[src/rtl/lav_pkg.sv]
`default_nettype none
package lav_pkg;

  localparam int CoordBits = 32;
  localparam int DiffBits  = 33;
  localparam int VecBits   = 64;
  localparam int MagBits   = 30;
  localparam int LenBits   = 31;
  localparam int MulBits   = 34;

  typedef struct packed {
    logic signed [2:0][CoordBits-1:0] eye;
    logic signed [2:0][CoordBits-1:0] upv;
    logic signed [2:0][DiffBits-1:0]  dir;
  } lav_item_t;

  typedef enum logic [3:0] {
    ST_IDLE,
    ST_ABS,
    ST_SCALE,
    ST_SQ,
    ST_SQACC,
    ST_SQRT,
    ST_DINIT,
    ST_DIV,
    ST_XMUL,
    ST_XACC,
    ST_DMUL,
    ST_DACC,
    ST_EMIT
  } lav_state_e;

  // Cyclic successor indexes of a vector component, for cross products.
  function automatic logic [1:0] idx_next1(input logic [1:0] c);
    logic [1:0] r;
    case (c)
      2'd0:    r = 2'd1;
      2'd1:    r = 2'd2;
      default: r = 2'd0;
    endcase
    return r;
  endfunction

  function automatic logic [1:0] idx_next2(input logic [1:0] c);
    logic [1:0] r;
    case (c)
      2'd0:    r = 2'd2;
      2'd1:    r = 2'd0;
      default: r = 2'd1;
    endcase
    return r;
  endfunction

endpackage
`default_nettype wire

[src/rtl/lav_queue.sv]
`default_nettype none
module lav_queue (
  input  logic               clk_i,
  input  logic               rst_ni,
  input  logic               push_i,
  input  lav_pkg::lav_item_t item_i,
  output logic               full_o,
  output logic               valid_o,
  input  logic               pop_i,
  output lav_pkg::lav_item_t item_o
);
  import lav_pkg::*;

  lav_item_t  mem_q [2];
  logic       wr_ptr_q, rd_ptr_q;
  logic [1:0] count_q;

  assign full_o  = count_q == 2'd2;
  assign valid_o = count_q != 2'd0;
  assign item_o  = mem_q[rd_ptr_q];

  always_ff @(posedge clk_i) begin
    if (push_i) begin
      mem_q[wr_ptr_q] <= item_i;
    end
  end

  always_ff @(posedge clk_i or negedge rst_ni) begin
    if (!rst_ni) begin
      wr_ptr_q <= 1'b0;
      rd_ptr_q <= 1'b0;
      count_q  <= 2'd0;
    end else begin
      if (push_i) wr_ptr_q <= !wr_ptr_q;
      if (pop_i)  rd_ptr_q <= !rd_ptr_q;
      case ({push_i, pop_i})
        2'b10:   count_q <= count_q + 2'd1;
        2'b01:   count_q <= count_q - 2'd1;
        default: count_q <= count_q;
      endcase
    end
  end

endmodule
`default_nettype wire

[config.mk]
export PLATFORM = sky130hd
export DESIGN_NAME = lav_queue
export DESIGN_NICKNAME = d
export VERILOG_FILES = /design/src/rtl/lav_pkg.sv /design/src/rtl/lav_queue.sv
export SDC_FILE = /design/constraint.sdc
export NUM_CORES = 1
export LEC_CHECK = 0
export ABC_AREA = 1
export BUFFER_PORTS_ARGS = -buffer_cell sky130_fd_sc_hd__buf_4
export CORE_AREA = 2 2 226 228
export DETAILED_ROUTE_END_ITERATION = 7
export DIE_AREA = 0 0 228 230
export GPL_TIMING_DRIVEN = 0
export MAX_ROUTING_LAYER = met4
export PLACE_DENSITY_LB_ADDON = 0.2
export SLEW_MARGIN = 20
export SYNTH_ARGS = -nofsm -noshare
export SYNTH_HDL_FRONTEND = slang
export SYNTH_SLANG_ARGS = --single-unit
[constraint.sdc]
create_clock -name clk_i -period 13.9 [get_ports clk_i]
set_clock_uncertainty 0.1 [all_clocks]
set_input_delay 4.17 -clock clk_i [delete_from_list [all_inputs] [get_ports clk_i]]
set_output_delay 4.17 -clock clk_i [all_outputs]
set_load 0.01 [all_outputs]
Word level (Yosys, flattened, before mapping):

Memory sizes are Yosys's and may differ from the RTL's.
Cells that the tools add are included.

* register bits after elaboration: 4
* RAM bits: 582
* input bits: 295
* output and inout port bits: 293
* logic and storage cells: 16
* memories: 1

Memories
* mem_q: depth 2, bits a word 291, rd ports 1, clocked after memory_dff 0, wr ports 1, line lav_queue.sv:14 `lav_item_t mem_q [2];`

* $add $sub $neg: 2
* equality and inequality tests: 3
* muxes and demuxes: 3
* reduce and logical (&&, ||, !) cells: 4

Operators with widths (number)
* $eq 2x2->1 const B: 2
* $pmux 2 s2: 1
* $reduce_bool 2->1: 2
* $add 2x1->2 const B: 1
* $eq 2x1->1 const B: 1
* $logic_not 1->1: 2
* $mux 1: 2
* $sub 2x1->2 const B: 1

Depth between registers and ports, before layout:

* depth in word-level cells: 2
* mapped depth: 7
* mapped depth without buffers: 7

Least setup slack after synthesis:

No wires, ideal clock.

* path kind: input port to flip-flop
* from: input port push_i
* to: memory mem_q[0][0] (netlist name), enable pin
* setup time: 957 ps
* data arrival time: 16406 ps
* required time: 12843 ps
* path slack: -3563 ps
* stages: 2
* cells stage by stage: inv_1 nor2_1

* longest elaborated chain between the ends: 2

RTL lines
* start, declared: line lav_queue.sv:5 `input logic push_i,`
* $mux 1: line lav_queue.sv:23 `if (push_i) begin`
* $mux 1 (implied by the code): line lav_queue.sv:24 `mem_q[wr_ptr_q] <= item_i;`
* end, declared: line lav_queue.sv:14

No other way between the ends.

==> results.py <==
metrics = {
    "layout": {
        "fin_cells": 2938,
        "finalNetCount": 2504,
        "area_growth_pct": 34.4,
        "layout-drive-gt1-share_pct": 33.3,
        "design_area_um2": 29400,
    },
    "yosys": {
        "yosysSeqAreaShare_pct": 80.4,
        "syn_area_um2": 21900,
        "syn_nets": 1840,
        "post_synth_num_cell_types": 16,
        "synth-seq-cells": 586,
        "syn_inst": 1544,
        "synth_warnings": 0,
        "syn_avg_cell_area_um2": 14.2,
    },
    "clock_network": {
        "htree_levels": 2,
        "cts_setup_buffers": 0,
        "ctsHoldBuffers": 0,
        "clk_latency_ps": 590,
        "cts.sinks": 586,
        "root_buffer": "clkbuf_16",
        "clockBufferDepth": 3,
        "cts_resized": 0,
        "cts_made_buffers": 58,
        "cts_tree": "yes",
        "path_clk_slew_ps": 60,
    },
    "min_path": {
        "hold_path_class": "reg2reg",
        "min_from": "count_q[1]$_DFFE_PN0P_",
    },
    "grt": {
        "grt_use_total_pct": 22.2,
        "grt_max_degree": 99,
        "grt_pass1_vias": 13900,
        "grt_first_pass_wirelength_um": 84000,
        "antenna_found_initial": 10,
        "grt_overflow_total": 0,
    },
    "power": {
        "power.total_mw": 6.13,
        "cellPowerDensity_nw_per_um2": 209,
        "p_leak_nw": 12.4,
        "ir_worst_vdd_mv": 0.117,
    },
    "sta": {
        "worst_pin_slew_ps": 618,
        "min_period_over_period_pct": 46.6,
        "final_max_slew_viol_count": 0,
        "rsz0062_at_grt": "no",
        "slew_headroom_pct": 58.4,
        "fin_crit_ps": 6470,
        "tns_ps": 0,
        "fmax_mhz": 154,
        "hold_viol_final": 0,
        "setup_viol": 0,
        "timing.hold.ws_ps": 377,
    },
    "floorplan": {
        "num_rows": 82,
        "dieHeight_um": 230,
        "dieArea_um2": 52400,
        "ios": 588,
        "start_util_pct": 43.8,
        "core_area_um2": 49900,
        "die_x_um": 228,
    },
    "critical_path": {
        "worst_setup_path_end_kind": "output port",
        "slowest_delay_ps": 510,
        "worstPathRequired_ps": 9630,
        "cp-start-kind": "flop",
        "cp.arrival_ps": 2200,
        "path_cells": "buf_6 -> buf_6 -> buf_6 -> o21ai_0 -> buf_4",
        "reg2reg_setup_slack_ps": 11670,
        "crit_top_cell": "buf_6",
        "slowest_stage": "o21ai_0",
        "r2r-start": "wr_ptr_q$_DFFE_PN0P_",
        "crit_start": "rd_ptr_q$_DFFE_PN0P_",
        "crit_fanout": 10,
        "worst-setup-path-type": "reg2out",
    },
    "detailed_routing": {
        "viasPerCell": 4.68,
        "wire_per_inst_um": 19.7,
        "totalWireLength_um": 58000,
        "drtAntennaViolNets": 0,
        "vias": 13800,
        "dr.pass1.iters": 5,
        "drtIter0Drc": 904,
        "drc": 0,
    },
    "run_status": {
        "status": "complete, no violations",
    },
    "place": {
        "placed_cells": 2820,
        "gp_congestion": 0.882,
        "placed_cell_area_um2": 27500,
        "place_hpwl_um": 42000,
        "portBuffers": 587,
    },
    "job": {
        "max_cap_viol_count": 0,
    },
}
==> Yosys cell counts <==
master | n | area, µm²
nand2_1 | 297 | 1110
xor2_1 | 2 | 17.5
nor2_1 | 2 | 7.51
xnor2_1 | 1 | 8.76
clkbuf_2 | 1 | 5.00
edfxtp_1 | 582 | 17500
buf_4 | 14 | 105
o21ai_0 | 216 | 1080
o21ai_1 | 75 | 375
buf_6 | 28 | 315
buf_2 | 22 | 110
nand3_1 | 1 | 5.00
inv_1 | 297 | 1110
ha_1 | 1 | 12.5
dfrtp_1 | 4 | 100
nand4_1 | 1 | 6.26
==> final cells by class <==
type | count | area [µm²]
multi-input combinational | 596 | 2640
antenna | 11 | 27.5
buffer | 65 | 536
clock inverter | 25 | 175
clock buffer | 82 | 1650
inverter | 297 | 1120
fill | 3987 | 20500
sequential | 586 | 17600
tap | 672 | 841
timing repair buffer | 604 | 4810
==> critical path: cells and delay by family (launching register included) <==
family	cells	cell delay (ps)
buf+inv	4	700
compound gates	1	510
flops	1	370
==> flip-flops by register name (all words and copies together), names as in the netlist <==
name / flops
mem_q: 582
count_q: 2
rd_ptr_q: 1
wr_ptr_q: 1
==> final timing paths <==
| path | to | cells past startpoint |
|---|---|---|
| max | item_o[163] | 5 |
| min in group asynchronous | count_q[0]$_DFFE_PN0P_ | 1 |
| max in group asynchronous | wr_ptr_q$_DFFE_PN0P_ | 1 |
| max reg2reg | mem_q[1][171]$_DFFE_PP_ | 4 |
| min | count_q[1]$_DFFE_PN0P_ | 2 |
| min reg2reg | count_q[1]$_DFFE_PN0P_ | 2 |
==> logic make-up (layout without fill, tap and decap cells) <==
family	Yosys count	count (layout)	synth area share, %
other	0	11	0
and+or+nand+nor	301	301	5.19
adders and majority gates	1	1	0.0572
xor gates and xnor gates	3	3	0.120
buffers and inverters	362	1073	7.55
AOI/OAI and AO/OA	291	291	6.66
DFF	586	586	80.4
==> stage by stage <==
step	util [%]	setup WS, ps
finish	58.9	7430
CTS	58.9	7340
detailed placement	55.2	7860
floorplan	-	1550
global placement	54.4	-3130
global route	58.9	7410
==> power breakdown <==
group / switching [mW] / internal [mW] / leakage (nW) / total [mW]
Combinational: 1.30 / 0.924 / 6.00 / 2.22
Clock: 0.636 / 0.858 / 0.891 / 1.49
Sequential: 0.0732 / 2.34 / 5.51 / 2.41
Total: 2.01 / 4.12 / 12.4 / 6.13
==> per-layer routing <==
metal | vias up | GRT usage (%) | share of wire (%)
li1 | 6588 | - | -
met1 | 6545 | 24.6 | 37
met5 | - | - | 0
met4 | 0 | 9.76 | 3.6
met2 | 510 | 35.9 | 49
met3 | 120 | 8.31 | 9.8
==> placed cells by master (no fill, tap or decap), types with 2 or more instances in the layout <==
master     count
buf_4        601
inv_6          2
clkinv_1      11
clkinv_2       8
inv_1        296
clkbuf_16     61
o21ai_0      216
bufinv_16      2
buf_6         28
clkbuf_8       4
buf_2         22
buf_12         8
clkbuf_1      17
dfrtp_1        4
diode_2       11
edfxtp_1     582
nand2_1      297
xor2_1         2
o21ai_1       75
buf_16         9
(Power assumes the default switching activity.)
