**src/rtl/lav_pkg.sv**
```systemverilog
`default_nettype none
package lav_pkg;

  localparam int CoordBits = 32;
  localparam int DiffBits  = 33;
  localparam int VecBits   = 64;
  localparam int MagBits   = 30;
  localparam int LenBits   = 31;
  localparam int MulBits   = 34;

  typedef struct packed {
    logic signed [2:0][CoordBits-1:0] eye;
    logic signed [2:0][CoordBits-1:0] upv;
    logic signed [2:0][DiffBits-1:0]  dir;
  } lav_item_t;

  typedef enum logic [3:0] {
    ST_IDLE,
    ST_ABS,
    ST_SCALE,
    ST_SQ,
    ST_SQACC,
    ST_SQRT,
    ST_DINIT,
    ST_DIV,
    ST_XMUL,
    ST_XACC,
    ST_DMUL,
    ST_DACC,
    ST_EMIT
  } lav_state_e;

  // Cyclic successor indexes of a vector component, for cross products.
  function automatic logic [1:0] idx_next1(input logic [1:0] c);
    logic [1:0] r;
    case (c)
      2'd0:    r = 2'd1;
      2'd1:    r = 2'd2;
      default: r = 2'd0;
    endcase
    return r;
  endfunction

  function automatic logic [1:0] idx_next2(input logic [1:0] c);
    logic [1:0] r;
    case (c)
      2'd0:    r = 2'd2;
      2'd1:    r = 2'd0;
      default: r = 2'd1;
    endcase
    return r;
  endfunction

endpackage
`default_nettype wire

```
**src/rtl/lav_front.sv**
```systemverilog
`default_nettype none
module lav_front (
  input  logic                                     in_valid_i,
  output logic                                     in_stall_o,
  input  logic signed [2:0][lav_pkg::CoordBits-1:0] eye_i,
  input  logic signed [2:0][lav_pkg::CoordBits-1:0] target_i,
  input  logic signed [2:0][lav_pkg::CoordBits-1:0] upv_i,
  input  logic                                     q_full_i,
  output logic                                     q_push_o,
  output lav_pkg::lav_item_t                       q_item_o
);
  import lav_pkg::*;

  // Form the view direction on entry; the back end only sees target - eye.
  always_comb begin
    q_item_o.eye = eye_i;
    q_item_o.upv = upv_i;
    for (int i = 0; i < 3; i++) begin
      q_item_o.dir[i] = DiffBits'(signed'(target_i[i])) - DiffBits'(signed'(eye_i[i]));
    end
  end

  assign in_stall_o = q_full_i;
  assign q_push_o   = in_valid_i && !q_full_i;

endmodule
`default_nettype wire

```
**config.mk**
```make
export PLATFORM = sky130hd
export DESIGN_NAME = lav_front
export DESIGN_NICKNAME = d
export VERILOG_FILES = /design/src/rtl/lav_pkg.sv /design/src/rtl/lav_front.sv
export SDC_FILE = /design/constraint.sdc
export NUM_CORES = 1
export LEC_CHECK = 0
export BUFFER_PORTS_ARGS = -buffer_cell sky130_fd_sc_hd__buf_4
export CAP_MARGIN = 20
export CORE_AREA = 2 2 226 228
export DETAILED_ROUTE_END_ITERATION = 7
export DIE_AREA = 0 0 228 230
export GPL_TIMING_DRIVEN = 0
export PLACE_DENSITY_LB_ADDON = 0.15
export SLEW_MARGIN = 15
export SYNTH_ARGS = -nofsm -noshare
export SYNTH_HDL_FRONTEND = slang
export SYNTH_SLANG_ARGS = --single-unit
```
**constraint.sdc**
```tcl
create_clock -name vclk -period 5.1
set_clock_uncertainty 0.15 [all_clocks]
set_input_delay 0.255 -clock vclk [all_inputs]
set_output_delay 0.255 -clock vclk [all_outputs]
set_load 0.005 [all_outputs]
```
=== Word level (Yosys, flattened, before mapping) ===
Cells that the tools add are included.

* Flip-flop bits (word level): 0
* Latch bits: 0
* RAM bits: 0
* Memory bits (read-only): 0
* Bits of input ports: 290
* Output and inout port bits: 293
* Word-level logic and storage cells: 5
* Memories kept: 0

* Add/subtract/negate cells: 3
* $mul: 0
* Divide/modulo/power cells: 0
* Magnitude comparators: 0
* Eq/ne operators: 0
* Shift-type cells: 0
* Multiplexer cells: 0
* Bitwise gates (word level): 0
* Reductions and logical operators: 2

{| class="wikitable"
|+ Operator list
! kind !! number
|-
| 32-bit by 32-bit subtractor with 33-bit output || 3
|-
| 1-bit logical AND || 1
|-
| 1-bit logical NOT || 1
|}

=== Longest topological paths before layout ===
Gate-level depths: netlist of run 1.

* Depth in word-level cells: 2
* Gate-level depth with buffers: 11
* Mapped depth without buffers: 11

=== Least setup slack after synthesis of run 1 ===
No wires, ideal clock.

* Path kind: in2out
* Start point: input eye_i[33] in the netlist's numbering
* End point: output q_item_o[64] in the netlist's numbering
* Data arrival time: 2.424 ns
* Data required time: 4.695 ns
* Slack: 2.271 ns
* Stages on the path: 10
* Buffers on the path: 0
* Cells stage by stage: inv_1 ha_1 nor2b_1 o21a_1 a311o_1 a22o_1 a21oi_1 o211ai_2 mux2i_1 a2111oi_0

{| class="wikitable"
|+ RTL lines
! item !! RTL line !! source
|-
| from (decl) || lav_front.sv:5 || <nowiki>input logic signed [2:0][lav_pkg::CoordBits-1:0] eye_i,</nowiki>
|-
| to (decl) || lav_front.sv:10 || <nowiki>output lav_pkg::lav_item_t q_item_o</nowiki>
|}

==> results list, run 1 <==
* Result of the run: completed
* Global placement routability congestion: 0.810
- Overall power: 1.42 mW
- Class of the most critical setup path: in -> out
* Post-synthesis simple-gate area fraction: 14.5%
* Post-synthesis instance area: 6810 um^2
- Main combinational cell family by area after synthesis: buffers and inverters
- Num rows: 82
- Data on the critical path arrives at its endpoint at 3.46 ns.
- Die Y: 230 um
* Via count of the first global-routing pass: 8414
- Once the clock tree was built, the resizer swapped 0 gates to a different size.
* Maximum number of pins on one net before global-route repair: 10
- CP Max Fanout: 3
* RSZ-0062 raised after global routing: no
* Initial drt markers: 251
- When the netlist entered floorplanning its net count stood at 1392.
- Sequential cell count: 0
- The routed design has 31700 um of wire.
* Slew Limit Fails: 0
- In this run, placement finished with an instance count of 2162.
- During placement, the flow inserted port buffers numbering 487.
* Post CTS Setup Buffer Count: 0
- Routed len/inst: 14.6 um
- In the final design database the tool counted 1881 nets.
* Worst Max-Slew Pin Slew: 0.731 ns
- Of the total synthesized cell area, the portion taken by XOR and XNOR cells is 10.3%.
- Peak supply drop: 0.0469 mV
- Portion of the post-synthesis area used by sequential elements: 0%
* Share of the core filled with cells in the final layout: 22.7%
- Share of synthesized area spent on multiplexers: 0.294%
- The analysis attributes to cell leakage a power of 6.11 nW.
* HPWL Detailed: 29200 um
- Initial antenna violation count: 2
* Count of hold buffers inserted by post-cts repair: 0
- The first global-routing pass estimated 47100 um of wire.
- Post-DRT Antenna Nets: 0
- The repair_antennas step left the layout with diodes totalling 0.
* All-layer global routing usage: 11.1%
* Top achievable clock speed: 0.259 GHz
* Kind of path behind the tightest hold check: in -> out
* Reg area: 0 um^2
- In the final layout, the multi-input gates occupy 4820 um^2.
- Measured against its own limit, the worst slew margin works out to 50.8%.
- Area delta synth->final: 66.0%
- Total power divided by cell area: 126 nW/um^2
- Final setup violating endpoints: 0
- DRC: 0
- Clk_buf instances: 0
- Crit start category: input pin
- Area share of fa/ha/maj cells after synthesis: 18.5%
* Post-synthesis compound-gate area fraction: 27.2%
- The die covers 52400 um^2.
- A synthesized cell averages 6.79 um^2.
* Leading cell type in the layout, fill and taps excluded: buf_4
- Yosys warning total: 0
- Measured along the x axis, the die boundary spans 228 um.
- Per-cell via count in the routed design: 3.86
* Number of top-level design ports: 583
- STA classifies the critical path endpoint as a primary output.
* Share of cells above drive strength 1: 46.8%
* Maxcap violations: 0
- The first detailed-routing pass took 6 iterations.
- For the final routed database, the setup TNS stands at 0 ns.
* Number of distinct library cell variants in the gate-level netlist after synthesis: 70
- The initial utilization of the core area, before any placement, comes to 13.7%.
- Overflow left after global routing: 0
* # fillers: 5715
- The final number of hold-violating endpoints came to 0.
- Required @ worst endpoint: 4.70 ns
- Overall via count from detail_route: 8353
* Period Utilization, post-route: 75.7%
* Core region area: 49900 um^2
* Post-synthesis cell count: 1003
- Final std cells w/o fill: 2162
* Final critical path time including I/O delays and setup: 3.86 ns
* Most used cells in the layout excluding fill and tap cells: buf_4, inv_1, ha_1
[critical path, cell delays in order]
cell	delay (ns)
buf_4	0.11
ha_1	0.23
fa_1	0.42
nand2b_1	0.19
a21oi_1	0.24
o21ai_1	0.16
a311oi_1	0.59
a211oi_2	0.21
o21ai_0	0.43
and3_1	0.24
o22ai_1	0.18
buf_4	0.20
[final cells by class]
cell class	instances	share of cell area [%]
Multi-Input combinational cell	666	42.6
Timing Repair Buffer	487	32.3
Buffer	213	13.5
Tap cell	672	7.43
Inverter	124	4.12
[cells in the mapped netlist (8+ instances only)]
library cell	count	area [um^2]
nor2b_1	16	100
nand4_1	17	106
xor2_1	32	280
xnor2_1	48	420
a21o_1	44	330
inv_1	124	465
ha_1	96	1200
a21oi_1	86	430
o21bai_1	10	75.1
nand3_1	20	100
o211ai_1	10	75.1
nand2_1	64	240
and3_1	8	50.1
clkbuf_1	19	71.3
nor2_1	48	180
o21ai_0	48	240
o21a_1	16	120
buf_4	193	1450
[through the flow]
| stage | hold slack (ns) | area (um^2) | setup WS, ns |
|---|---|---|---|
| after CTS | 0.526 | 11300 | 1.25 |
| final | 0.525 | 11300 | 1.24 |
| after detailed placement | 0.526 | 11300 | 1.26 |
| after global routing | 0.529 | 11300 | 1.09 |
| after floorplan | 0.390 | 6810 | 2.27 |
| after global placement | 0.526 | 11300 | 1.25 |
[layer usage]
metal	routed length (um)	track usage (%)
met3	2400	2.70
met5	20	0
met1	12400	12.5
met4	33	0.102
met2	16800	21.9
[cells by family (layout without fill, tap and decap cells)]
group                      Yosys count  after routing
and+or+nand+nor                    205            205
xor gates and xnor gates            80             80
AOI/OAI and AO/OA                  280            280
buffers and inverters              337            824
adders and majority gates           99             99
muxes                                2              2
[report_power, final]
group / internal, mW / switching, mW / leakage [nW]
logic: 0.766 / 0.659 / 6.11
clock network: 0 / 0 / 0
registers: 0 / 0 / 0
total: 0.766 / 0.659 / 6.11
[path summary, 6_finish.rpt]
check | slack [ns] | depth (start not counted) | startpoint | end
max | 1.24 | 12 | eye_i[0] | q_item_o[32]
min | 0.53 | 2 | upv_i[58] | q_item_o[157]
No activity file was read; power rests on OpenSTA's default activity.
==> run 2: changes to the inputs <==
- CORE_AREA: 2 2 226 228 -> 2 2 228 230
- DIE_AREA: 0 0 228 230 -> 0 0 230 232
- clock period: 5.1 -> 3.4 ns (I/O delays scaled with it)
==> run 2 against run 1 <==
Net effect: utilization decreased by 0.34 points; global-route usage fell by 1.2 points; sequential share of layout area did not move; combinational power up 50%; via count fell by 0.80%; cell area increased by 0.51%; hold slack worse by 0.17 ns.
==> results list, run 2 (synthesis gave the netlist of run 1 again) <==
* Starting density of the core: 13.4%
- Total power for the finished layout comes to 2.13 mW.
* Per-cell via count in the routed design: 3.82
- The floorplan step defined a die boundary enclosing 53400 um^2.
* Post-Layout Inst Area: 11400 um^2
* Crit start category: input pin
- The via count of the first global-routing pass came to 8080.
- Maxcap violations: 0
- Critical path endpoint: q_item_o[63]
- Summing all placed instances gives a cell area of 11300 um^2.
* Peak supply drop: 0.0729 mV
- Counting I/O delays and the setup requirement, the final critical path takes 3.20 ns.
* Overall via count from detail_route: 8286
- The final number of hold-violating endpoints is 0.
* Reg power frac: 0%
* Clk_buf instances: 0
- Maximum number of pins on one net before global-route repair: 10
- Die Y: 232 um
- The tightest min-delay check is of the in -> out type.
- Excluding fillers, the count of instances in the completed layout stands at 2171.
- After layout, the worst path uses 94.1% of the clock period.
* Sequential cell count: 0
* Post-DRT Antenna Nets: 0
- Floorplan die width: 230 um
- Summed over all layers, the global routing overflow is 0.
- Aggregate routed wire length: 29100 um
- In the final layout, the share of cells above drive strength 1 is 47.4%.
* Top achievable clock speed: 0.313 GHz
* Iteration count of the initial detailed-routing pass: 4
- After detailed placement, the design holds a cell count of 2170.
- The number of max-slew violations in the final report is 0.
* Routed len/inst: 13.4 um
* WP data arrival: 2.88 ns
- Reg area: 0 um^2
* CP Capture Type: primary output
* Most used cells in the layout excluding fill and tap cells: buf_4, inv_1, ha_1
- Core region area: 50900 um^2
- Critical Path Source: eye_i[49]
- In this run the tool buffered the top-level ports with 487 buffer cells.
- The flow ran to the end, and the final reports show no timing, DRC or antenna violations.
* Global placement routability congestion: 0.797
* Comb pwr share: 100.0%
- Internal power comes to 1.15 mW.
- Num rows: 83
- Setup repair after global routing left no endpoint under its margin.
* Number of top-level design ports: 583
- Relative slew margins: 58.1%
- For this run, the post-layout net count is 1882.
* HPWL Detailed: 26800 um
* Class of the most critical setup path: in -> out
- In this run the power spent charging and discharging nets is 0.980 mW.
* Final setup violating endpoints: 0
- At the placement stage, the worst setup path has a slack of -0.247 ns.
- DRC: 0
- Of the total power, the share spent switching nets is 45.9%.
* Wire length of the first global-routing pass: 43200 um
- Leading cell type in the layout, fill and taps excluded: buf_4
- Setup slack on the critical path of the routed design comes to 0.202 ns.
* Area delta synth->final: 66.8%
- Clk network pwr share: 0%
- After the first detailed-routing iteration, the DRC count stood at 348.
* Share of the core filled with cells in the final layout: 22.3%
- In this run the power density over the cells is 188 nW/um^2.
- All-layer global routing usage: 9.85%
- For this design the static power due to leakage is 6.12 nW.
- Initial antenna violation count: 1
* Worst Max-Slew Pin Slew: 0.621 ns
- STA puts the critical path data required time at 3.08 ns.
* N_diodes: 0
- Along the worst path, the maximum fanout reaches 7.
[run 2: cell types whose count changed in the layout (fill, tap and decap cells not counted), sizes merged]
cell,before,now
buf,681,682
[run 2: worst min-delay path by stage]
stage          cells past startpoint  startpoint       endpoint
2_1_floorplan                      1    q_full_i       q_push_o
3_3_place_gp                       2   upv_i[51]  q_item_o[150]
3_5_place_dp                       2   upv_i[15]  q_item_o[114]
4_1_cts                            2   upv_i[15]  q_item_o[114]
5_1_grt                            2   upv_i[53]  q_item_o[152]
6_report                           2   upv_i[15]  q_item_o[114]
[run 2: through the flow]
step | hold WS (ns) | TNS, ns
after floorplan | 0.220 | 0
after global placement | 0.357 | -0.905
after detailed placement | 0.356 | -0.770
after CTS | 0.356 | 0
after global routing | 0.359 | 0
final | 0.355 | 0
[run 2: critical path, cell delays in order]
cell	delay [ns]
buf_4	0.08
inv_1	0.03
ha_1	0.39
a21oi_1	0.27
o21ai_0	0.17
a2111oi_1	0.57
nor3b_1	0.13
o41a_1	0.34
a31oi_2	0.25
o31ai_1	0.12
xor2_1	0.20
buf_4	0.15
[run 2: repair_timing]
item / CTS / global route
endpoints found under the hold margin: 0 / 0
setup endpoints to repair: 6 / 8
pin swaps: 0 / 1
setup buffers: 0 / 1
hold buffers: 0 / 0
resized for setup: 3 / 8
cloned: 0 / 0
[run 2: cell type report]
type,count,area (um^2)
plain buffers,213,1530
well taps,680,851
repair buffers,488,3660
inverters,124,465
fillers,5833,39500
multi-input cells,666,4860
[run 2: routing by layer]
layer	track usage [%]	part of all wire, %
met2	19.0	53
met3	1.66	6.1
met1	11.8	41
met4	0.504	0.58
met5	0	0.041
[run 2: power groups by stage]
stage | registers (mW) | clock network (mW) | logic, mW
2_1_floorplan | 0 | 0 | 1.08
3_3_place_gp | 0 | 0 | 2.16
3_5_place_dp | 0 | 0 | 2.15
4_1_cts | 0 | 0 | 2.16
5_1_grt | 0 | 0 | 2.35
6_report | 0 | 0 | 2.13
